`src/rtl/ltp_pkg.sv`:
```
// Shared types and constants for the loopback pattern tester.
// No dependencies; every other file in rtl/ imports this package.
`default_nettype none
package ltp_pkg;

    // Mode codes of an input word
    localparam logic [1:0] MODE_START = 2'd0;
    localparam logic [1:0] MODE_STOP  = 2'd1;
    localparam logic [1:0] MODE_RX    = 2'd2;
    localparam logic [1:0] MODE_PULL  = 2'd3;

    // Configuration register indexes
    localparam logic [1:0] CFG_SIZE_SELECT    = 2'd0;
    localparam logic [1:0] CFG_PATTERN_SELECT = 2'd1;
    localparam logic [1:0] CFG_LOOP_DEPTH     = 2'd2;
    localparam logic [1:0] CFG_ON_ERROR_MODE  = 2'd3;
    localparam int unsigned CFG_DATA_W = 2;

    // Packet size codes and lengths
    localparam logic [1:0] SIZE_128 = 2'd1;
    localparam logic [1:0] SIZE_250 = 2'd2;
    localparam logic [7:0] LEN_32   = 8'd32;
    localparam logic [7:0] LEN_128  = 8'd128;
    localparam logic [7:0] LEN_250  = 8'd250;

    // Echo index limit and transmit queue ceiling
    localparam int unsigned RX_IDX_W   = 11;
    localparam logic [RX_IDX_W-1:0] RX_LEN_MAX = 11'd1024;
    localparam logic [2:0] PENDING_MAX = 3'd7;

    // One input word
    typedef struct packed {
        logic [1:0]          mode;
        logic [7:0]          rx_byte;
        logic                rx_last;
        logic [RX_IDX_W-1:0] rx_length;
    } in_word_t;

    // One result word
    typedef struct packed {
        logic        tx_valid;
        logic [7:0]  tx_byte;
        logic        tx_last;
        logic        byte_error;
        logic        running;
        logic [31:0] tx_packets;
        logic [31:0] rx_packets;
        logic [31:0] error_total;
    } result_t;

    // Configuration write bundle
    typedef struct packed {
        logic                  write;
        logic [1:0]            index;
        logic [CFG_DATA_W-1:0] data;
    } cfg_write_t;

endpackage
`default_nettype wire

```
`src/rtl/loopback_pattern_tester_core.sv`:
```
// Top level of the loopback pattern tester: input register, engine, result register.
// Depends on ltp_pkg, ltp_in_reg, ltp_engine and ltp_out_reg.
//
// Usage:
// - Input channel (in_valid / in_stall) carries one word per command: start, stop,
//   echoed byte (rx_byte, rx_last, rx_length) or pull of the next transmit byte.
// - Output channel (out_valid / out_stall) returns exactly one result word per
//   input word, in order: the generated byte, the mismatch flag, the running
//   flag and the three 32-bit counters after that word.
// - A word passes through the input register and then the result register on its way to
//   out_valid; throughput is one word per cycle while the receiver does not stall. The
//   engine updates its state in the cycle a word moves from the input register into the result register.
// - When the receiver stalls, the result register holds its word and the input
//   register still takes one more word; in_stall rises only when both are full.
// - Configuration writes (cfg_write, cfg_index, cfg_data) take effect at once and
//   are ignored while a test is running.
// - Reset clears configuration, counters and the valid flags of both register stages.
`default_nettype none
module loopback_pattern_tester_core (
    input  wire logic        clk,
    input  wire logic        rst_n,
    input  wire logic        cfg_write,
    input  wire logic [1:0]  cfg_index,
    input  wire logic [ltp_pkg::CFG_DATA_W-1:0] cfg_data,
    input  wire logic        in_valid,
    output logic             in_stall,
    input  wire logic [1:0]  mode,
    input  wire logic [7:0]  rx_byte,
    input  wire logic        rx_last,
    input  wire logic [ltp_pkg::RX_IDX_W-1:0] rx_length,
    output logic             out_valid,
    input  wire logic        out_stall,
    output logic             tx_valid,
    output logic [7:0]       tx_byte,
    output logic             tx_last,
    output logic             byte_error,
    output logic             running,
    output logic [31:0]      tx_packets,
    output logic [31:0]      rx_packets,
    output logic [31:0]      error_total
);
    import ltp_pkg::*;

    in_word_t   in_word;
    in_word_t   word;
    logic       word_valid;
    logic       advance;
    cfg_write_t cfg;
    result_t    result;
    result_t    out_word;

    assign in_word.mode      = mode;
    assign in_word.rx_byte   = rx_byte;
    assign in_word.rx_last   = rx_last;
    assign in_word.rx_length = rx_length;

    assign cfg.write = cfg_write;
    assign cfg.index = cfg_index;
    assign cfg.data  = cfg_data;

    ltp_in_reg u_in_reg (
        .clk        (clk),
        .rst_n      (rst_n),
        .in_valid   (in_valid),
        .in_word    (in_word),
        .in_stall   (in_stall),
        .advance    (advance),
        .word_valid (word_valid),
        .word       (word)
    );

    ltp_engine u_engine (
        .clk    (clk),
        .rst_n  (rst_n),
        .cfg    (cfg),
        .fire   (word_valid && advance),
        .word   (word),
        .result (result)
    );

    ltp_out_reg u_out_reg (
        .clk        (clk),
        .rst_n      (rst_n),
        .word_valid (word_valid),
        .result     (result),
        .advance    (advance),
        .out_valid  (out_valid),
        .out_stall  (out_stall),
        .out_word   (out_word)
    );

    assign tx_valid    = out_word.tx_valid;
    assign tx_byte     = out_word.tx_byte;
    assign tx_last     = out_word.tx_last;
    assign byte_error  = out_word.byte_error;
    assign running     = out_word.running;
    assign tx_packets  = out_word.tx_packets;
    assign rx_packets  = out_word.rx_packets;
    assign error_total = out_word.error_total;

endmodule
`default_nettype wire

```
`src/rtl/ltp_in_reg.sv`:
```
// Input register stage of the loopback pattern tester.
// Depends on ltp_pkg for the input word type.
`default_nettype none
module ltp_in_reg (
    input  wire logic             clk,
    input  wire logic             rst_n,
    input  wire logic             in_valid,
    input  wire ltp_pkg::in_word_t in_word,
    output logic                  in_stall,
    input  wire logic             advance,
    output logic                  word_valid,
    output ltp_pkg::in_word_t     word
);
    import ltp_pkg::*;

    logic     valid_reg;
    logic     valid_next;
    in_word_t word_reg;

    // Hold the word while the engine cannot move it on
    assign in_stall   = valid_reg && !advance;
    assign valid_next = in_stall ? valid_reg : in_valid;

    always_ff @(posedge clk or negedge rst_n)
    begin
        if (!rst_n)
        begin
            valid_reg <= 1'b0;
        end
        else
        begin
            valid_reg <= valid_next;
        end
    end

    always_ff @(posedge clk)
    begin
        if (in_valid && !in_stall)
        begin
            word_reg <= in_word;
        end
    end

    assign word_valid = valid_reg;
    assign word       = word_reg;

endmodule
`default_nettype wire

```
`src/rtl/ltp_engine.sv`:
```
// Test state, configuration registers and per-word next-state logic.
// Depends on ltp_pkg for word types, mode codes and constants.
`default_nettype none
module ltp_engine (
    input  wire logic              clk,
    input  wire logic              rst_n,
    input  wire ltp_pkg::cfg_write_t cfg,
    input  wire logic              fire,
    input  wire ltp_pkg::in_word_t word,
    output ltp_pkg::result_t       result
);
    import ltp_pkg::*;

    // Configuration
    logic [1:0] size_select_reg;
    logic       pattern_select_reg;
    logic       loop_depth_reg;
    logic       on_error_mode_reg;

    // Test state
    logic                running_reg,     running_next;
    logic [RX_IDX_W-1:0] rx_index_reg,    rx_index_next;
    logic                rx_in_packet_reg, rx_in_packet_next;
    logic                rx_checking_reg, rx_checking_next;
    logic [2:0]          tx_pending_reg,  tx_pending_next;
    logic [7:0]          tx_index_reg,    tx_index_next;
    logic [31:0]         tx_total_reg,    tx_total_next;
    logic [31:0]         rx_total_reg,    rx_total_next;
    logic [31:0]         err_total_reg,   err_total_next;

    logic                tx_valid;
    logic [7:0]          tx_byte;
    logic                tx_last;
    logic                byte_error;
    logic [7:0]          pkt_len;
    logic [7:0]          pkt_last_idx;
    logic [RX_IDX_W-1:0] rx_limit;
    logic [7:0]          rx_expect;
    logic                rx_open;

    // Register writes are dropped while a test runs
    always_ff @(posedge clk or negedge rst_n)
    begin
        if (!rst_n)
        begin
            size_select_reg    <= 2'd0;
            pattern_select_reg <= 1'b0;
            loop_depth_reg     <= 1'b0;
            on_error_mode_reg  <= 1'b0;
        end
        else if (cfg.write && !running_reg)
        begin
            case (cfg.index)
                CFG_SIZE_SELECT:    size_select_reg    <= cfg.data[1:0];
                CFG_PATTERN_SELECT: pattern_select_reg <= cfg.data[0];
                CFG_LOOP_DEPTH:     loop_depth_reg     <= cfg.data[0];
                CFG_ON_ERROR_MODE:  on_error_mode_reg  <= cfg.data[0];
                default: ;
            endcase
        end
    end

    // Packet length from the size code
    always_comb
    begin
        case (size_select_reg)
            SIZE_128: pkt_len = LEN_128;
            SIZE_250: pkt_len = LEN_250;
            default:  pkt_len = LEN_32;
        endcase
    end
    assign pkt_last_idx = pkt_len - 8'd1;

    // Echo checking limit and expected byte
    assign rx_limit  = (word.rx_length < RX_LEN_MAX) ? word.rx_length : RX_LEN_MAX;
    assign rx_expect = pattern_select_reg
                     ? (word.rx_length[7:0] - 8'd1 - rx_index_reg[7:0])
                     : rx_index_reg[7:0];

    // Next state for one word
    always_comb
    begin
        running_next      = running_reg;
        rx_index_next     = rx_index_reg;
        rx_in_packet_next = rx_in_packet_reg;
        rx_checking_next  = rx_checking_reg;
        tx_pending_next   = tx_pending_reg;
        tx_index_next     = tx_index_reg;
        tx_total_next     = tx_total_reg;
        rx_total_next     = rx_total_reg;
        err_total_next    = err_total_reg;
        tx_valid          = 1'b0;
        tx_byte           = 8'd0;
        tx_last           = 1'b0;
        byte_error        = 1'b0;
        rx_open           = rx_in_packet_reg;

        case (word.mode)
            MODE_START:
            begin
                running_next      = 1'b1;
                rx_total_next     = 32'd0;
                err_total_next    = 32'd0;
                tx_index_next     = 8'd0;
                rx_index_next     = '0;
                rx_in_packet_next = 1'b0;
                rx_checking_next  = 1'b0;
                tx_pending_next   = loop_depth_reg ? 3'd2 : 3'd1;
                tx_total_next     = loop_depth_reg ? 32'd2 : 32'd1;
            end
            MODE_STOP:
            begin
                running_next = 1'b0;
            end
            MODE_RX:
            begin
                // A new echo opens only while running
                if (!rx_in_packet_reg && running_reg)
                begin
                    rx_open          = 1'b1;
                    rx_checking_next = 1'b1;
                    rx_index_next    = '0;
                end
                if (rx_open)
                begin
                    rx_in_packet_next = 1'b1;
                    // Fresh packets start at index zero with checking on
                    if (((!rx_in_packet_reg) || rx_checking_reg)
                        && ((rx_in_packet_reg ? rx_index_reg : '0) < rx_limit)
                        && (word.rx_byte != (rx_in_packet_reg ? rx_expect
                            : (pattern_select_reg ? (word.rx_length[7:0] - 8'd1)
                                                  : 8'd0))))
                    begin
                        byte_error     = 1'b1;
                        err_total_next = err_total_reg + 32'd1;
                        if (!on_error_mode_reg)
                        begin
                            running_next     = 1'b0;
                            rx_checking_next = 1'b0;
                        end
                    end
                    if (!rx_in_packet_reg)
                    begin
                        rx_index_next = {{(RX_IDX_W-1){1'b0}}, 1'b1};
                    end
                    else if (rx_index_reg < RX_LEN_MAX)
                    begin
                        rx_index_next = rx_index_reg + 1'b1;
                    end
                    if (word.rx_last)
                    begin
                        rx_total_next = rx_total_reg + 32'd1;
                        if (running_next)
                        begin
                            if (tx_pending_reg < PENDING_MAX)
                            begin
                                tx_pending_next = tx_pending_reg + 3'd1;
                            end
                            tx_total_next = tx_total_reg + 32'd1;
                        end
                        rx_in_packet_next = 1'b0;
                        rx_checking_next  = 1'b0;
                        rx_index_next     = '0;
                    end
                end
            end
            MODE_PULL:
            begin
                if (tx_pending_reg != 3'd0)
                begin
                    tx_valid = 1'b1;
                    tx_byte  = pattern_select_reg ? (pkt_last_idx - tx_index_reg)
                                                  : tx_index_reg;
                    if (tx_index_reg >= pkt_last_idx)
                    begin
                        tx_last         = 1'b1;
                        tx_index_next   = 8'd0;
                        tx_pending_next = tx_pending_reg - 3'd1;
                    end
                    else
                    begin
                        tx_index_next = tx_index_reg + 8'd1;
                    end
                end
            end
            default: ;
        endcase
    end

    always_ff @(posedge clk or negedge rst_n)
    begin
        if (!rst_n)
        begin
            running_reg      <= 1'b0;
            rx_index_reg     <= '0;
            rx_in_packet_reg <= 1'b0;
            rx_checking_reg  <= 1'b0;
            tx_pending_reg   <= 3'd0;
            tx_index_reg     <= 8'd0;
            tx_total_reg     <= 32'd0;
            rx_total_reg     <= 32'd0;
            err_total_reg    <= 32'd0;
        end
        else if (fire)
        begin
            running_reg      <= running_next;
            rx_index_reg     <= rx_index_next;
            rx_in_packet_reg <= rx_in_packet_next;
            rx_checking_reg  <= rx_checking_next;
            tx_pending_reg   <= tx_pending_next;
            tx_index_reg     <= tx_index_next;
            tx_total_reg     <= tx_total_next;
            rx_total_reg     <= rx_total_next;
            err_total_reg    <= err_total_next;
        end
    end

    // Result word reflects state after this word
    always_comb
    begin
        result.tx_valid    = tx_valid;
        result.tx_byte     = tx_byte;
        result.tx_last     = tx_last;
        result.byte_error  = byte_error;
        result.running     = running_next;
        result.tx_packets  = tx_total_next;
        result.rx_packets  = rx_total_next;
        result.error_total = err_total_next;
    end

endmodule
`default_nettype wire

```
`src/rtl/ltp_out_reg.sv`:
```
// Result register stage of the loopback pattern tester.
// Depends on ltp_pkg for the result word type.
`default_nettype none
module ltp_out_reg (
    input  wire logic            clk,
    input  wire logic            rst_n,
    input  wire logic            word_valid,
    input  wire ltp_pkg::result_t result,
    output logic                 advance,
    output logic                 out_valid,
    input  wire logic            out_stall,
    output ltp_pkg::result_t     out_word
);
    import ltp_pkg::*;

    logic    valid_reg;
    result_t word_reg;

    // Load when empty or when the held word is taken
    assign advance = !valid_reg || !out_stall;

    always_ff @(posedge clk or negedge rst_n)
    begin
        if (!rst_n)
        begin
            valid_reg <= 1'b0;
        end
        else if (advance)
        begin
            valid_reg <= word_valid;
        end
    end

    always_ff @(posedge clk)
    begin
        if (advance && word_valid)
        begin
            word_reg <= result;
        end
    end

    assign out_valid = valid_reg;
    assign out_word  = word_reg;

endmodule
`default_nettype wire

```
`config.mk`:
```
export PLATFORM = sky130hd
export DESIGN_NAME = loopback_pattern_tester_core
export DESIGN_NICKNAME = d
export VERILOG_FILES = /design/src/rtl/ltp_pkg.sv /design/src/rtl/loopback_pattern_tester_core.sv /design/src/rtl/ltp_in_reg.sv /design/src/rtl/ltp_engine.sv /design/src/rtl/ltp_out_reg.sv
export SDC_FILE = /design/constraint.sdc
export NUM_CORES = 1
export LEC_CHECK = 0
export BUFFER_PORTS_ARGS = -buffer_cell sky130_fd_sc_hd__buf_4
export CORE_ASPECT_RATIO = 1.75
export CORE_UTILIZATION = 50
export CTS_BUF_LIST = sky130_fd_sc_hd__clkbuf_8
export CTS_CLUSTER_DIAMETER = 40
export DETAILED_ROUTE_END_ITERATION = 10
export PLACE_DENSITY_LB_ADDON = 0.2
export SLEW_MARGIN = 20
export SYNTH_ARGS = -nofsm -noshare
export SYNTH_HDL_FRONTEND = slang
export SYNTH_SLANG_ARGS = --single-unit
```
`constraint.sdc`:
```
create_clock -name clk -period 6.6 [get_ports clk]
set_input_delay 0 -clock clk [delete_from_list [all_inputs] [get_ports clk]]
set_output_delay 0 -clock clk [all_outputs]
set_load 0.005 [all_outputs]
```
# --- Word-level counts from Yosys, hierarchy flattened ---
# Index checks and enable logic that the tools add are counted.
totals:
  elab_cells: 144
  reg_bits: 258
op_classes:
  n_reduce_logical: 31
  n_mux: 55
  addsub: 11
  order_cmp: 5
  n_eq_ne: 15
op_table:
  columns: ["cell", "count"]
  rows:
  - ["32-bit 2-to-1 mux", 7]
  - ["32-bit case mux with 2 select lines", 3]
  - ["32-bit by 1-bit adder with 32-bit output, second input constant", 3]
  - ["11-bit 2-to-1 mux", 7]
  - ["8-bit 2-to-1 mux", 6]
  - ["8-bit case mux with 2 select lines", 2]
  - ["11-bit less-than comparator, second input constant", 2]
  - ["11-bit case mux with 2 select lines", 1]
  - ["3-bit 2-to-1 mux", 6]
  - ["1-bit 2-to-1 mux", 17]
  - ["8-bit by 1-bit subtractor with 8-bit output, second input constant", 2]
  - ["8-bit subtractor", 2]
  - ["2-bit AND reduction", 7]
  - ["11-bit by 1-bit adder with 11-bit output, second input constant", 1]
  - ["11-bit less-than comparator", 1]
  - ["2-bit == test, second input constant", 5]
  - ["2-bit by 1-bit inequality test with 1-bit output, second input constant", 5]
  - ["3-bit case mux with 3 select lines", 1]
  - ["8-bit by 1-bit adder with 8-bit output, second input constant", 1]
  - ["8-bit >= comparator", 1]
  - ["8-bit inequality test", 1]
  - ["8-bit AND reduction", 1]
  - ["1-bit logical AND", 7]
  - ["2-bit by 1-bit == test with 1-bit output, second input constant", 3]
  - ["13 further kinds", 25]

# --- Longest topological paths before layout ---
depth:
  depth_word: 13
  depth_mapped: 19

# --- Modules after synthesis ---
# From an unflattened synthesis, not the netlist that was laid out.
unflattened:
  hier_cells: 1426
  hier_area_um2: 14156.1
by_module_without_submodules:
  columns: ["module", "area_per_inst_um2", "n_inst", "cells_per_inst"]
  rows:
  - ["ltp_engine", 10141.0, 1, 1286]
  - ["ltp_out_reg", 3290.7, 1, 112]
  - ["ltp_in_reg", 718.2, 1, 27]
  - ["loopback_pattern_tester_core", 6.3, 1, 1]

# --- Worst setup path before layout ---
# OpenSTA, ideal clock, no wires.
synth_timing:
  kind: "reg-to-reg"
  start: "register u_out_reg.valid_reg (netlist: u_out_reg.out_valid)"
  end: "register u_engine.err_total_reg[0]"
  setup_slack_ps: 1726
  n_path_buf: 2
  arrival_time_ps: 4753
  required_time_ps: 6480
  path_stages_with_launch: 8
  synth_period_minus_slack_ps: 4874
  cell_sequence: "dfrtp_1 -> nand2_1 -> nand2_1 -> inv_1 -> clkbuf_1 -> clkbuf_1 -> o21ai_0 -> a21o_1"
synth_between:
  elab_chain_len: 3
synth_lines:
  columns: ["item", "line", "rtl"]
  rows:
  - ["from (decl)", "ltp_out_reg.sv:16", "logic valid_reg;"]
  - ["from (signal assigned)", "ltp_out_reg.sv:30", "valid_reg <= word_valid;"]
  - ["1-bit logical NOT", "ltp_out_reg.sv:20", "assign advance = !valid_reg || !out_stall;"]
  - ["1-bit logical OR", "ltp_out_reg.sv:20", null]
  - ["1-bit logical AND", "loopback_pattern_tester_core.sv:76", ".fire (word_valid && advance),"]
  - ["net u_engine.fire", "ltp_engine.sv:8", "input wire logic fire,"]
  - ["to (signal assigned)", "ltp_engine.sv:214", "err_total_reg <= err_total_next;"]
  - ["to (decl)", "ltp_engine.sv:29", "logic [31:0] err_total_reg, err_total_next;"]
# The timed path passes the listed nets, and every way through them passes these cells.
# A chain may end at the register's enable or synchronous reset.

==> summary.txt <==
Run status
  • Run status: complete, no violations

Cells and area
  • Post-route cell area: ~16000 um2
  • Commonest non-fill, non-tap cell in the layout: nand2_1
  • Final Instance Count excl. Fillers: 1962
  • Share of cells above drive strength 1: between 10% and 20%
  • Max reg flops: 108
  • Final net count: 1624
  • Most frequent cells in the layout: nand2_1 (166), buf_4 (153), nor2_1 (147)
  • P&R area growth vs syn: 18.2%
  • # diodes: 0

Route
  • Post-DRT Antenna Nets: 0
  • Wire length on met1: 13000 um
  • Drt first pass iters: 5
  • Avg WL per Cell: 17.3 um
  • Final WL: 33900 um
  • Drc violations: 0
  • DR top layer: met4
  • Vias: ~11000
  • Met3 WL: 1400 um
  • Met2 WL: around 18000 um
  • DR vias/cell: 5.78
  • Initial DRC count: 804

Timing
  • Final period util: between 70% and 80%
  • Worst hold slack: about 0.038 ns
  • Max_slew headroom: around 28%
  • RSZ-0062 raised after global routing: false
  • Max Slew Vio Count: 0
  • Fmax: around 190 MHz
  • Clk_skew: 0.0309 ns
  • Fin crit period: between 5 and 6 ns
  • Slew @ Worst Pin: 1.08 ns
  • Setup Viol. Count Final: 0
  • Final Hold Vio Count: 0
  • Post-route setup TNS: 0 ns

Synth
  • Multiplexer area fraction after synthesis: 1.44%
  • Mapped Nets: between 1000 and 1500
  • Prevailing post-synth register cell: edfxtp_1
  • Syn Inst Count: 1401
  • Post-synthesis xor/xnor area fraction: roughly 5.7%
  • Largest family of logic cells by synthesized area: simple AND/OR/NAND/NOR gates
  • Yosys cell types: 77
  • Syn Area/Cell: just under 10 um2
  • Post-synthesis compound-gate area fraction: 14.2%
  • Sequential cell area fraction in the yosys report: approximately half
  • #FFs+latches synth: approximately 260
  • Number of enable flip-flop cells after synthesis: 130
  • Ys async rst share: between 40% and 50%
  • Adder-cell share of the synthesized area: between 3 and 4%
  • Synth Cell Area: 13900 um2
  • Simple-Gate Fraction of Synth Area: 20.9%
  • Ys Warns: 0

Critical path
  • Kind of critical path: reg2reg
  • CP Launch Type: register
  • Worst-path maximum fanout: 21
  • CP endpoint kind: register
  • Req. time, crit path: 6.99 ns
  • Signal arrival time at the worst endpoint: approximately 5.6 ns

Clock network
  • Worst-Skew Late Latency: just under 0.6 ns
  • CTS tree: built
  • CTS buffer count: 41
  • Clock sink count: about 260
  • Clk buf depth: 3
  • H-tree levels: 2
  • Clock transition at the registers of the reported paths: roughly 0.07 ns
  • Clock root buffer: clkbuf_8

Placement
  • DP Area: 15200 um2
  • RePlAce Congestion: around 0.9
  • Hpwl dp: around 23000 um
  • Placed cell count: between 1500 and 2000
  • Port-buffer cells: 140

Floorplan
  • Die Ht: 222 um
  • Die width: about 130 um
  • Row count: 80
  • Starting Density: approximately half
  • Core Region: about 27000 um2
  • Ports: about 140
  • Die area: 28400 um2

GRT
  • Total grt overflow: 0
  • Pin count of the biggest net entering global routing: 96
  • First-pass GRT wire length: 55000 um
  • GRT Total Usage: between 20% and 30%
  • Initial antenna violation count: 0
  • Vias in the first global route: roughly 11000

Power
  • Pwr dens: ~260 nW/um2
  • Leakage: approximately 6.6 nW
  • Max VDD drop: roughly 160 uV
  • Final Power: around 4.3 mW

Flow run
  • Number of max-cap violations: 0

Min path
  • Hold WC Path Type: in2reg
[kinds of logic after synthesis]
family          Yosys count
compound gates          287
xor+xnor                 90
fa+ha+maj                33
buf+inv                 122
flops                   258
mux                      19
simple gates            592
[metrics by stage]
stage	setup slack [ns]	util, %
floorplan	1.73	-
finish	1.39	60.2
global placement	1.66	55.8
CTS	1.48	60.2
detailed placement	1.51	55.8
global route	1.05	60.2
[power breakdown]
part	switching (mW)	internal [mW]
Combinational	0.526	0.385
Clock	0.661	0.692
Sequential	0.146	1.86
[final timing paths]
check	cells after the start	slack (ns)	endpoint	start
worst min register to register	1	0.45	u_engine.rx_index_reg[6]	u_engine.rx_index_reg[6]
min in group asynchronous	4	0.52	u_engine.tx_total_reg[14]	rst_n
max in group asynchronous	4	5.35	u_engine.err_total_reg[9]	rst_n
worst max register to register	14	1.39	u_out_reg.out_word[95]	u_in_reg.word[3]
worst min-delay path	5	0.04	u_engine.loop_depth_reg	cfg_write
worst max-delay path	14	1.39	u_out_reg.out_word[95]	u_in_reg.word[3]
[layer usage]
| metal | vias up | GRT usage [%] |
|---|---|---|
| li1 | 5446 | - |
| met1 | 5498 | 27.6 |
| met5 | - | 0 |
| met4 | 0 | 12.0 |
| met3 | 88 | 3.15 |
| met2 | 316 | 44.2 |
[synthesized netlist by cell type, types with 5 or more instances]
cell / count / area (um2)
nand2_1: 167 / 627
nor2_1: 148 / 556
edfxtp_1: 130 / 3900
dfrtp_1: 128 / 3200
o21ai_0: 81 / 405
nand3_1: 76 / 380
clkbuf_1: 63 / 236
inv_1: 49 / 184
xor2_1: 46 / 403
xnor2_1: 44 / 385
a21oi_1: 37 / 185
o31ai_1: 33 / 248
ha_1: 31 / 388
and3_1: 26 / 163
nand4_1: 26 / 163
nand2b_1: 24 / 150
nor3_1: 24 / 120
o211ai_1: 24 / 180
a22o_1: 22 / 193
o311ai_0: 20 / 175
or3_1: 20 / 125
or4_1: 20 / 150
and2_1: 14 / 87.6
a31oi_1: 12 / 75.1
mux2i_1: 11 / 110
nor2b_1: 10 / 62.6
a21o_1: 8 / 60.1
mux2_2: 8 / 90.1
and4_1: 7 / 61.3
nor4_1: 7 / 43.8
o21a_1: 6 / 45.0
buf_2: 5 / 25.0
or2_2: 5 / 31.3
[layout make-up]
class / instances / area [um2]
fillers: 2344 / 10800
inverters: 49 / 186
well taps: 369 / 462
clock inverters: 30 / 178
clock buffers: 46 / 633
multi-input cells: 1021 / 6300
repair buffers: 189 / 1520
flip-flops and latches: 258 / 7110
[worst max-delay path: stages, from the launching register on]
cell and delay (ns):
edfxtp_1 0.45, or4_4 0.60, o21a_1 0.20, or2_2 0.29, ha_1 0.40, nand3_1 0.11, o2bb2ai_1 0.22, mux2_2 0.36
a2111oi_0 0.39, a311o_1 0.20, o211ai_2 0.20, o211ai_4 0.59, nand3_2 0.40, or3_1 0.45, a21oi_1 0.15
[repair_timing]
| action | in CTS | in global routing |
|---|---|---|
| buffers inserted | 0 | 0 |
| hold buffers | 36 | 0 |
| hold endpoints to repair | 79 | 0 |
| resized for setup | 0 | 0 |
Power figures use the tool's default switching activity.
